$ cat src/hw/rtl/crc8_packet_framer_deframer_assert.svh
// Assertion macros for the CRC-8 packet framer/deframer.
// Used by the top-level module only; no other dependencies.
`ifndef CRC8_PACKET_FRAMER_DEFRAMER_ASSERT_SVH
`define CRC8_PACKET_FRAMER_DEFRAMER_ASSERT_SVH

`ifndef SYNTHESIS

// same-cycle implication
`define CPFD_ASSERT_IMP(label, clk, rst, ante, cons) \
  label: assert property (@(posedge clk) disable iff (rst) (ante) |-> (cons)) \
    else $error("cpfd assertion failed");

// next-cycle implication
`define CPFD_ASSERT_NXT(label, clk, rst, ante, cons) \
  label: assert property (@(posedge clk) disable iff (rst) (ante) |=> (cons)) \
    else $error("cpfd assertion failed");

`else

`define CPFD_ASSERT_IMP(label, clk, rst, ante, cons)
`define CPFD_ASSERT_NXT(label, clk, rst, ante, cons)

`endif

`endif

$ cat src/hw/rtl/crc8pfd_pkg.sv
// Shared types, frame constants and the CRC-8 byte step for the framer/deframer.
// No dependencies.
`default_nettype none

package crc8pfd_pkg;

  typedef enum logic [1:0] {
    OP_TRANSMIT = 2'd0,
    OP_START_RX = 2'd1,
    OP_RX_BYTE  = 2'd2,
    OP_POLL     = 2'd3
  } op_t;

  typedef enum logic [1:0] {
    ST_TIMEOUT   = 2'd0,
    ST_CRC_OK    = 2'd1,
    ST_CRC_ERROR = 2'd2
  } status_t;

  typedef enum logic {
    KIND_TX_BYTE = 1'b0,
    KIND_REPORT  = 1'b1
  } kind_t;

  localparam logic [15:0] TIMEOUT_RESET = 16'd1000;
  localparam logic [7:0]  CRC_POLY      = 8'h8C;

  // frame layout: 4 sync bytes, 4 payload bytes, crc, trailer
  localparam logic [7:0] SYNC_A  = 8'hAA;
  localparam logic [7:0] SYNC_B  = 8'h2D;
  localparam logic [7:0] SYNC_C  = 8'hD4;
  localparam logic [7:0] TRAILER = 8'h00;

  localparam logic [3:0] BEAT_PAYLOAD = 4'd4;
  localparam logic [3:0] BEAT_CRC     = 4'd8;
  localparam logic [3:0] BEAT_LAST    = 4'd9;

  // rx_count: 0 = drop next byte, n = n-1 bytes stored; RX_CRC_SLOT = crc byte next
  localparam logic [2:0] RX_CRC_SLOT = 3'd5;

  // Dallas/Maxim CRC-8, reflected, one byte
  function automatic logic [7:0] crc8_byte(input logic [7:0] crc, input logic [7:0] data);
    logic [7:0] c;
    c = crc ^ data;
    for (int i = 0; i < 8; i++) begin
      c = c[0] ? ((c >> 1) ^ CRC_POLY) : (c >> 1);
    end
    return c;
  endfunction

endpackage

`default_nettype wire

$ cat src/hw/rtl/crc8_packet_framer_deframer.sv
// CRC-8 (Dallas/Maxim) radio packet framer and deframer, top level.
// Depends on crc8pfd_pkg and crc8_packet_framer_deframer_assert.svh.
// The first result beat of an item passes the job register and then the output register.
// Throughput: one item per cycle while the output is not stalled; a transmit emits ten beats,
// one per cycle unless stalled, and any next item waits until the last beat enters the output register.
// Reset (rst, synchronous, active high): receiver idle, job and output registers empty, timeout = 1000.
`default_nettype none

module crc8_packet_framer_deframer
  import crc8pfd_pkg::*;
(
  input  wire logic        clk,
  input  wire logic        rst,

  // configuration: receive_timeout
  input  wire logic        cfg_we,
  input  wire logic [15:0] cfg_wdata,

  // input beats
  input  wire logic        in_valid,
  output logic             in_ready,
  input  wire logic [1:0]  op,
  input  wire logic [7:0]  payload_0,
  input  wire logic [7:0]  payload_1,
  input  wire logic [7:0]  payload_2,
  input  wire logic [7:0]  payload_3,
  input  wire logic [7:0]  rx_byte,

  // result beats
  output logic             out_valid,
  input  wire logic        out_ready,
  output logic             kind,
  output logic [7:0]       tx_byte,
  output logic             last_item,
  output logic [1:0]       rx_status,
  output logic [7:0]       rx_payload_0,
  output logic [7:0]       rx_payload_1,
  output logic [7:0]       rx_payload_2,
  output logic [7:0]       rx_payload_3,
  output logic [7:0]       rx_crc
);

  `include "crc8_packet_framer_deframer_assert.svh"

  // ---------------------------------------------------------------------------
  // Configuration register
  // ---------------------------------------------------------------------------
  logic [15:0] receive_timeout;

  always_ff @(posedge clk) begin
    if (rst) begin
      receive_timeout <= TIMEOUT_RESET;
    end else if (cfg_we) begin
      receive_timeout <= cfg_wdata;
    end
  end

  // ---------------------------------------------------------------------------
  // Receiver state
  // ---------------------------------------------------------------------------
  logic        rx_active, rx_active_next;
  logic [2:0]  rx_count, rx_count_next;
  logic [15:0] polls_left, polls_left_next;
  logic [7:0]  running_crc, running_crc_next;
  logic [7:0]  rx_buffer [4];   // payload bytes; the crc byte is used as it arrives

  // ---------------------------------------------------------------------------
  // Job register: the result set of the last accepted item, drained beat by beat.
  // A transmit job walks job_idx 0..9; a report is a single beat.
  // ---------------------------------------------------------------------------
  logic        job_valid;
  logic [3:0]  job_idx;
  kind_t       job_kind;
  logic [7:0]  job_b [4];
  logic [7:0]  job_crc;   // tx: crc built while payload beats go out; report: crc as received
  status_t     job_status;
  logic        job_last;

  // output register
  kind_t       out_kind;
  status_t     out_status;

  logic in_fire;
  logic out_free;
  logic out_load;

  assign job_last = (job_kind == KIND_REPORT) || (job_idx == BEAT_LAST);
  assign out_free = !out_valid || out_ready;
  assign out_load = job_valid && out_free;
  // a new job may land while the current one hands over its final beat
  assign in_ready = !job_valid || (job_last && out_free);
  assign in_fire  = in_valid && in_ready;

  // ---------------------------------------------------------------------------
  // Per-item decode: receiver update and job creation
  // ---------------------------------------------------------------------------
  logic        tx_load;
  logic        rep_load;
  logic        rep_with_data;
  status_t     rep_status;
  logic        buf_we;
  logic [1:0]  buf_slot;
  logic [15:0] polls_dec;

  assign polls_dec = polls_left - 16'd1;
  // rx_count 1..4 maps to slots 0..3
  assign buf_slot  = rx_count[1:0] - 2'd1;

  always_comb begin
    rx_active_next   = rx_active;
    rx_count_next    = rx_count;
    polls_left_next  = polls_left;
    running_crc_next = running_crc;
    tx_load          = 1'b0;
    rep_load         = 1'b0;
    rep_with_data    = 1'b0;
    rep_status       = ST_TIMEOUT;
    buf_we           = 1'b0;
    if (in_fire) begin
      case (op_t'(op))
        OP_TRANSMIT: begin
          // receive state is left alone
          tx_load = 1'b1;
        end
        OP_START_RX: begin
          rx_count_next    = 3'd0;
          running_crc_next = 8'h00;
          polls_left_next  = receive_timeout;
          if (receive_timeout == 16'd0) begin
            rx_active_next = 1'b0;
            rep_load       = 1'b1;
          end else begin
            rx_active_next = 1'b1;
          end
        end
        OP_RX_BYTE: begin
          if (rx_active) begin
            if (rx_count == 3'd0) begin
              // leading byte is dropped
              rx_count_next = 3'd1;
            end else if (rx_count > RX_CRC_SLOT) begin
              rx_active_next = 1'b0;
            end else if (rx_count < RX_CRC_SLOT) begin
              buf_we           = 1'b1;
              running_crc_next = crc8_byte(running_crc, rx_byte);
              rx_count_next    = rx_count + 3'd1;
            end else begin
              // crc byte: close the receive and report
              rx_count_next  = rx_count + 3'd1;
              rx_active_next = 1'b0;
              rep_load       = 1'b1;
              rep_with_data  = 1'b1;
              rep_status     = (running_crc == rx_byte) ? ST_CRC_OK : ST_CRC_ERROR;
            end
          end
        end
        OP_POLL: begin
          if (rx_active) begin
            polls_left_next = polls_dec;
            if (polls_dec == 16'd0) begin
              rx_active_next = 1'b0;
              rep_load       = 1'b1;
            end
          end
        end
        default: begin
        end
      endcase
    end
  end

  always_ff @(posedge clk) begin
    if (rst) begin
      rx_active   <= 1'b0;
      rx_count    <= 3'd0;
      polls_left  <= 16'd0;
      running_crc <= 8'h00;
    end else begin
      rx_active   <= rx_active_next;
      rx_count    <= rx_count_next;
      polls_left  <= polls_left_next;
      running_crc <= running_crc_next;
    end
  end

  always_ff @(posedge clk) begin
    if (buf_we) begin
      rx_buffer[buf_slot] <= rx_byte;
    end
  end

  // ---------------------------------------------------------------------------
  // Job register
  // ---------------------------------------------------------------------------
  always_ff @(posedge clk) begin
    if (rst) begin
      job_valid <= 1'b0;
      job_idx   <= 4'd0;
    end else if (tx_load || rep_load) begin
      job_valid <= 1'b1;
      job_idx   <= 4'd0;
    end else if (out_load) begin
      if (job_last) begin
        job_valid <= 1'b0;
      end else begin
        job_idx <= job_idx + 4'd1;
      end
    end
  end

  always_ff @(posedge clk) begin
    if (tx_load) begin
      job_kind   <= KIND_TX_BYTE;
      job_b[0]   <= payload_0;
      job_b[1]   <= payload_1;
      job_b[2]   <= payload_2;
      job_b[3]   <= payload_3;
      job_crc    <= 8'h00;
      job_status <= ST_TIMEOUT;
    end else if (rep_load) begin
      job_kind   <= KIND_REPORT;
      job_status <= rep_status;
      if (rep_with_data) begin
        // last payload byte was stored at accept time of the previous beat
        job_b[0] <= rx_buffer[0];
        job_b[1] <= rx_buffer[1];
        job_b[2] <= rx_buffer[2];
        job_b[3] <= rx_buffer[3];
        job_crc  <= rx_byte;
      end else begin
        job_b[0] <= 8'h00;
        job_b[1] <= 8'h00;
        job_b[2] <= 8'h00;
        job_b[3] <= 8'h00;
        job_crc  <= 8'h00;
      end
    end else if (out_load && job_kind == KIND_TX_BYTE && job_idx[3:2] == 2'b01) begin
      // fold each payload byte into the frame crc as it goes out; done by beat 8
      job_crc <= crc8_byte(job_crc, job_b[job_idx[1:0]]);
    end
  end

  // ---------------------------------------------------------------------------
  // Beat select
  // ---------------------------------------------------------------------------
  logic [7:0] beat_tx_byte;

  always_comb begin
    if (job_idx < BEAT_PAYLOAD) begin
      case (job_idx[1:0])
        2'd2:    beat_tx_byte = SYNC_B;
        2'd3:    beat_tx_byte = SYNC_C;
        default: beat_tx_byte = SYNC_A;
      endcase
    end else if (job_idx < BEAT_CRC) begin
      beat_tx_byte = job_b[job_idx[1:0]];
    end else if (job_idx == BEAT_CRC) begin
      beat_tx_byte = job_crc;
    end else begin
      beat_tx_byte = TRAILER;
    end
  end

  // ---------------------------------------------------------------------------
  // Output register
  // ---------------------------------------------------------------------------
  always_ff @(posedge clk) begin
    if (rst) begin
      out_valid <= 1'b0;
    end else if (out_load) begin
      out_valid <= 1'b1;
    end else if (out_ready) begin
      out_valid <= 1'b0;
    end
  end

  always_ff @(posedge clk) begin
    if (out_load) begin
      out_kind <= job_kind;
      if (job_kind == KIND_TX_BYTE) begin
        tx_byte      <= beat_tx_byte;
        last_item    <= (job_idx == BEAT_LAST);
        out_status   <= ST_TIMEOUT;
        rx_payload_0 <= 8'h00;
        rx_payload_1 <= 8'h00;
        rx_payload_2 <= 8'h00;
        rx_payload_3 <= 8'h00;
        rx_crc       <= 8'h00;
      end else begin
        tx_byte      <= 8'h00;
        last_item    <= 1'b1;
        out_status   <= job_status;
        rx_payload_0 <= job_b[0];
        rx_payload_1 <= job_b[1];
        rx_payload_2 <= job_b[2];
        rx_payload_3 <= job_b[3];
        rx_crc       <= job_crc;
      end
    end
  end

  assign kind      = out_kind;
  assign rx_status = out_status;

  // ---------------------------------------------------------------------------
  // Assertions
  // ---------------------------------------------------------------------------
  `CPFD_ASSERT_IMP(a_active_has_budget, clk, rst, rx_active, polls_left != 16'd0)
  `CPFD_ASSERT_IMP(a_active_count_range, clk, rst, rx_active, rx_count <= RX_CRC_SLOT)
  `CPFD_ASSERT_IMP(a_tx_idx_range, clk, rst, job_valid && job_kind == KIND_TX_BYTE, job_idx <= BEAT_LAST)
  `CPFD_ASSERT_NXT(a_tx_job_start, clk, rst, in_fire && op == OP_TRANSMIT, job_valid && job_idx == 4'd0 && job_kind == KIND_TX_BYTE)

endmodule

`default_nettype wire

$ cat config.mk
export PLATFORM = sky130hd
export DESIGN_NAME = crc8_packet_framer_deframer
export DESIGN_NICKNAME = d
export VERILOG_FILES = /design/src/hw/rtl/crc8pfd_pkg.sv /design/src/hw/rtl/crc8_packet_framer_deframer.sv
export VERILOG_INCLUDE_DIRS = /design/src /design/src/hw/rtl
export SDC_FILE = /design/constraint.sdc
export NUM_CORES = 1
export LEC_CHECK = 0
export ABC_AREA = 1
export BUFFER_PORTS_ARGS = -buffer_cell sky130_fd_sc_hd__buf_4
export CAP_MARGIN = 10
export CORE_AREA = 2 2 163 165
export CTS_CLUSTER_SIZE = 24
export DETAILED_ROUTE_END_ITERATION = 6
export DIE_AREA = 0 0 165 167
export PLACE_DENSITY = 0.52
export RECOVER_POWER = 25
export SLEW_MARGIN = 20
export SYNTH_ARGS = -nofsm -noshare
export SYNTH_HDL_FRONTEND = slang
export SYNTH_SLANG_ARGS = --single-unit
$ cat constraint.sdc
create_clock -name clk -period 5.3 [get_ports clk]
set_input_delay 0.53 -clock clk [delete_from_list [all_inputs] [get_ports clk]]
set_output_delay 0.53 -clock clk [all_outputs]
set_load 0.005 [all_outputs]
==> impl_summary.txt <==
----------------------------------------------------
[GRT]
  Maximum number of pins on one net before global-route repair ... 58
  First-pass GRT wire length ... about 36000 µm
  Number of antenna violations at the first check in global routing ... 0
  Global-route usage over all layers ... 0.169
  GRT overflow ... 0
  Vias in the first global route ... 6881

[Logic synthesis]
  Count of flip-flops with a built-in enable after synthesis ... 100
  Synthesized instance count ... roughly 1.1k
  Post-synthesis sequential area ratio ... 0.517
  Share of synthesized registers carrying an async set or reset ... 0
  Post-synthesis average cell area ... around 8.0 µm²
  Flip-flop and latch count after synthesis ... ~180
  Most common flop cell mapped by yosys ... sky130_fd_sc_hd__edfxtp_1
  Syn Std Cell Area ... between 8000 and 9000 µm²
  Distinct cells, synth ... 36
  Yosys synthesis warning count ... 0
  Post-Synthesis Net Count ... roughly 1.2k

[Critical path]
  Maximum fanout count along the critical path ... 57
  Most numerous cell on the critical path ... sky130_fd_sc_hd__nand2_1
  Critical path cell sequence ... buf_4 -> inv_1 -> nand2_1 -> inv_2 -> o21ai_1 -> nand2_1 -> nor2_2 -> nand2_4 -> nand2_1
  Setup crit end kind ... register
  Critical Path AT ... 3.54 ns
  Reg-to-reg setup timing slack ... roughly 1.9 ns
  Required arrival time at the worst endpoint ... roughly 5.4 ns
  WS Path Type ... register to register
  Cell with the biggest individual delay on the critical path ... sky130_fd_sc_hd__nor2_2
  Critical Path Max Stage Delay ... 0.63 ns
  Launching element type of the critical path ... register

[Route]
  Aggregate routed wire length ... 22600 µm
  Routed met1 length ... 11400 µm
  Drc violations ... 0
  Total vias in the final route ... roughly 7.2k
  Met2 Routed Length ... 9860 µm
  Post-route antenna net violation count ... 0
  Drt wl/cell ... between 10 and 15 µm
  First-pass iteration count of the detailed router ... 5
  Detail Route met3 WL ... approximately 980 µm
  Uppermost metal layer occupied by signal nets ... met4
  Detailed router's first-iteration violation count ... ~500
  DR vias/cell ... 4.65

[Timing]
  # setup viols final ... 0
  Worst Slack Setup Final ... around 1.9 ns
  Unrepaired setup endpoints after global routing ... no
  Final hold vios ... 0
  Maximum clock skew at final layout ... 0.0143 ns
  Sum of negative setup slack ... 0 ns
  Slew headroom ... 0.335
  Post-layout minimum cycle time ... between 3 and 4 ns
  Slew @ Worst Pin ... about 1.0 ns
  Fin crit share ... 0.648
  Max Transition Viols Final ... 0
  Fmax ... 291 MHz

[Clock tree]
  Clock tree from TritonCTS ... yes
  Num CTS Buffers ... 17
  Cell chosen for the clock root ... sky130_fd_sc_hd__clkbuf_16
  Number of post-CTS setup repair buffers ... 0
  Later-pin clock latency in the skew report ... around 0.44 ns
  Resized Gates After CTS ... 0
  Clock buffer depth ... 2
  Htree depth ... 4
  Cts hold-fix bufs ... 0
  Number of sinks driven by the clock tree ... about 180
  Clock slew seen by the registers of the worst setup and hold paths ... ~0.080 ns

[Die]
  Row cnt ... 59
  Top-level port count ... 117
  Area of the die ... 27600 µm²
  Starting Density ... 0.344
  Die W ... between 150 and 200 µm
  Die height ... 167 µm
  Floorplan Core Area ... about 26000 µm²

[Finish]
  Diode count ... 0
  Design Area, Final ... between 10000 and 15000 µm²
  Fillcell total ... roughly 2.6k
  Synth-to-Final Area Change ... 18.8%
  Number of nets in the layout ... between 1k and 1.5k
  Fraction of final layout cells sized beyond drive strength 1 ... 0.138
  Final Instance Count excl. Fillers ... 1557

[Status]
  Result of the run ... finished clean

[Pwr]
  Largest voltage drop on the vdd net ... between 0.15 and 0.2 mV
  Cell area power density ... around 320 nW/µm²
  Static Leak ... approximately 0.0050 µW

[Place]
  Routability-driven placement congestion ratio ... 0.849
  Total placed cells including tap cells ... around 1.5k
  Pre-CTS worst setup slack ... 1.89 ns
  Number of I/O port buffers ... approximately 120
  Post-Place Cell Area ... between 10000 and 15000 µm²
  Post-DP HPWL ... 17100 µm

[Min path]
  Path class of the lowest-slack min-delay path ... input port to register

[Flow run]
  Max cap viols ... 0

----------------------------------------------------
-- report_power, final --
| part | switching [µW] | total [µW] | leakage, µW | internal (µW) |
|---|---|---|---|---|
| Clock | 599 | 1220 | 0.000275 | 626 |
| Combinational | 329 | 534 | 0.00312 | 204 |
| Sequential | 57.3 | 1580 | 0.00157 | 1520 |
| Total | 986 | 3340 | 0.00496 | 2350 |
-- placed cells by master (no fill, tap or decap), types with 9 or more instances in the layout --
| cell | Yosys | layout |
|---|---|---|
| sky130_fd_sc_hd__a21oi_1 | 48 | 48 |
| sky130_fd_sc_hd__buf_4 | 0 | 110 |
| sky130_fd_sc_hd__clkbuf_1 | 21 | 11 |
| sky130_fd_sc_hd__clkbuf_16 | 0 | 17 |
| sky130_fd_sc_hd__dfxtp_1 | 79 | 79 |
| sky130_fd_sc_hd__edfxtp_1 | 100 | 100 |
| sky130_fd_sc_hd__ha_1 | 12 | 12 |
| sky130_fd_sc_hd__inv_1 | 141 | 141 |
| sky130_fd_sc_hd__nand2_1 | 343 | 343 |
| sky130_fd_sc_hd__nand3_1 | 73 | 73 |
| sky130_fd_sc_hd__nand3b_1 | 13 | 13 |
| sky130_fd_sc_hd__nand4_1 | 9 | 9 |
| sky130_fd_sc_hd__nor2_1 | 107 | 106 |
| sky130_fd_sc_hd__o21ai_0 | 38 | 38 |
| sky130_fd_sc_hd__o21ai_1 | 9 | 9 |
| sky130_fd_sc_hd__xnor2_1 | 14 | 14 |
| sky130_fd_sc_hd__xor2_1 | 12 | 12 |
-- path summary, 6_finish.rpt --
path / startpoint / end / cells past startpoint
worst max-delay path: job_kind / job_b[2][3] / 9
worst min-delay path: cfg_wdata[7] / receive_timeout[7] / 3
worst max register to register: job_kind / job_b[2][3] / 9
worst min register to register: running_crc[7] / running_crc[7] / 2
-- worst max-delay path: cells and delay by family (launching register included) --
family	cells	cell delay, ns
simple gates	5	1.94
buf+inv	3	0.62
flops	1	0.32
compound gates	1	0.19
-- through the flow --
stage | utilization | power (µW) | hold WS (ns)
floorplan | - | 1970 | 0.403
global placement | 0.389 | 2140 | 0.465
detailed placement | 0.389 | 2150 | 0.468
CTS | 0.411 | 3370 | 0.285
global route | 0.409 | 3510 | 0.302
finish | 0.409 | 3340 | 0.296
-- synth_stat cells, drive strengths merged, types with 7 or more instances --
cell type,count,share of area
xor2,12,0.012
ha,12,0.017
o21ai,47,0.027
a22o,8,0.0079
edfxtp,100,0.34
dfxtp,79,0.18
nor2,115,0.053
nand2,348,0.15
clkbuf,21,0.0089
nand3b,13,0.011
o22ai,7,0.0049
inv,149,0.063
xnor2,14,0.014
buf,18,0.013
nand3,73,0.041
a21oi,48,0.027
o211ai,8,0.0068
nand4,9,0.0063
-- cell families (layout without fill, tap and decap cells) --
kind of cell,count (synthesis),after routing,share of synthesized area
and+or+nand+nor,572,572,0.271
buffers and inverters,188,301,0.0846
DFF,179,179,0.517
AOI/OAI and AO/OA,132,132,0.0856
xor gates and xnor gates,26,26,0.0257
adders and majority gates,12,12,0.0169
-- sequential cells by signal, summed over array words and instances (netlist names), 4 cells and up, named ones only --
| name | cells |
|---|---|
| rx_buffer | 32 |
| tx_byte | 8 |
| job_crc | 8 |
| rx_crc | 8 |
| receive_timeout | 16 |
| running_crc | 8 |
| rx_payload_2 | 8 |
| rx_payload_0 | 8 |
| rx_payload_3 | 8 |
| polls_left | 16 |
| job_idx | 4 |
| job_b | 32 |
| rx_payload_1 | 8 |
-- area by class of cell --
type	instances	area, µm²	share of cell area
clock inverters	14	141	0.0134
repair buffers	120	863	0.0819
clock buffers	18	429	0.0407
inverters	149	559	0.0531
flip-flops and latches	179	4580	0.435
multi-input cells	742	3550	0.336
well taps	335	419	0.0398
-- routing by layer --
metal,vias up,global-route usage
met4,0,0.0495
met2,174,0.259
met1,3271,0.246
met3,28,0.0276
met5,-,0
li1,3770,-
(Power assumes the default switching activity.)
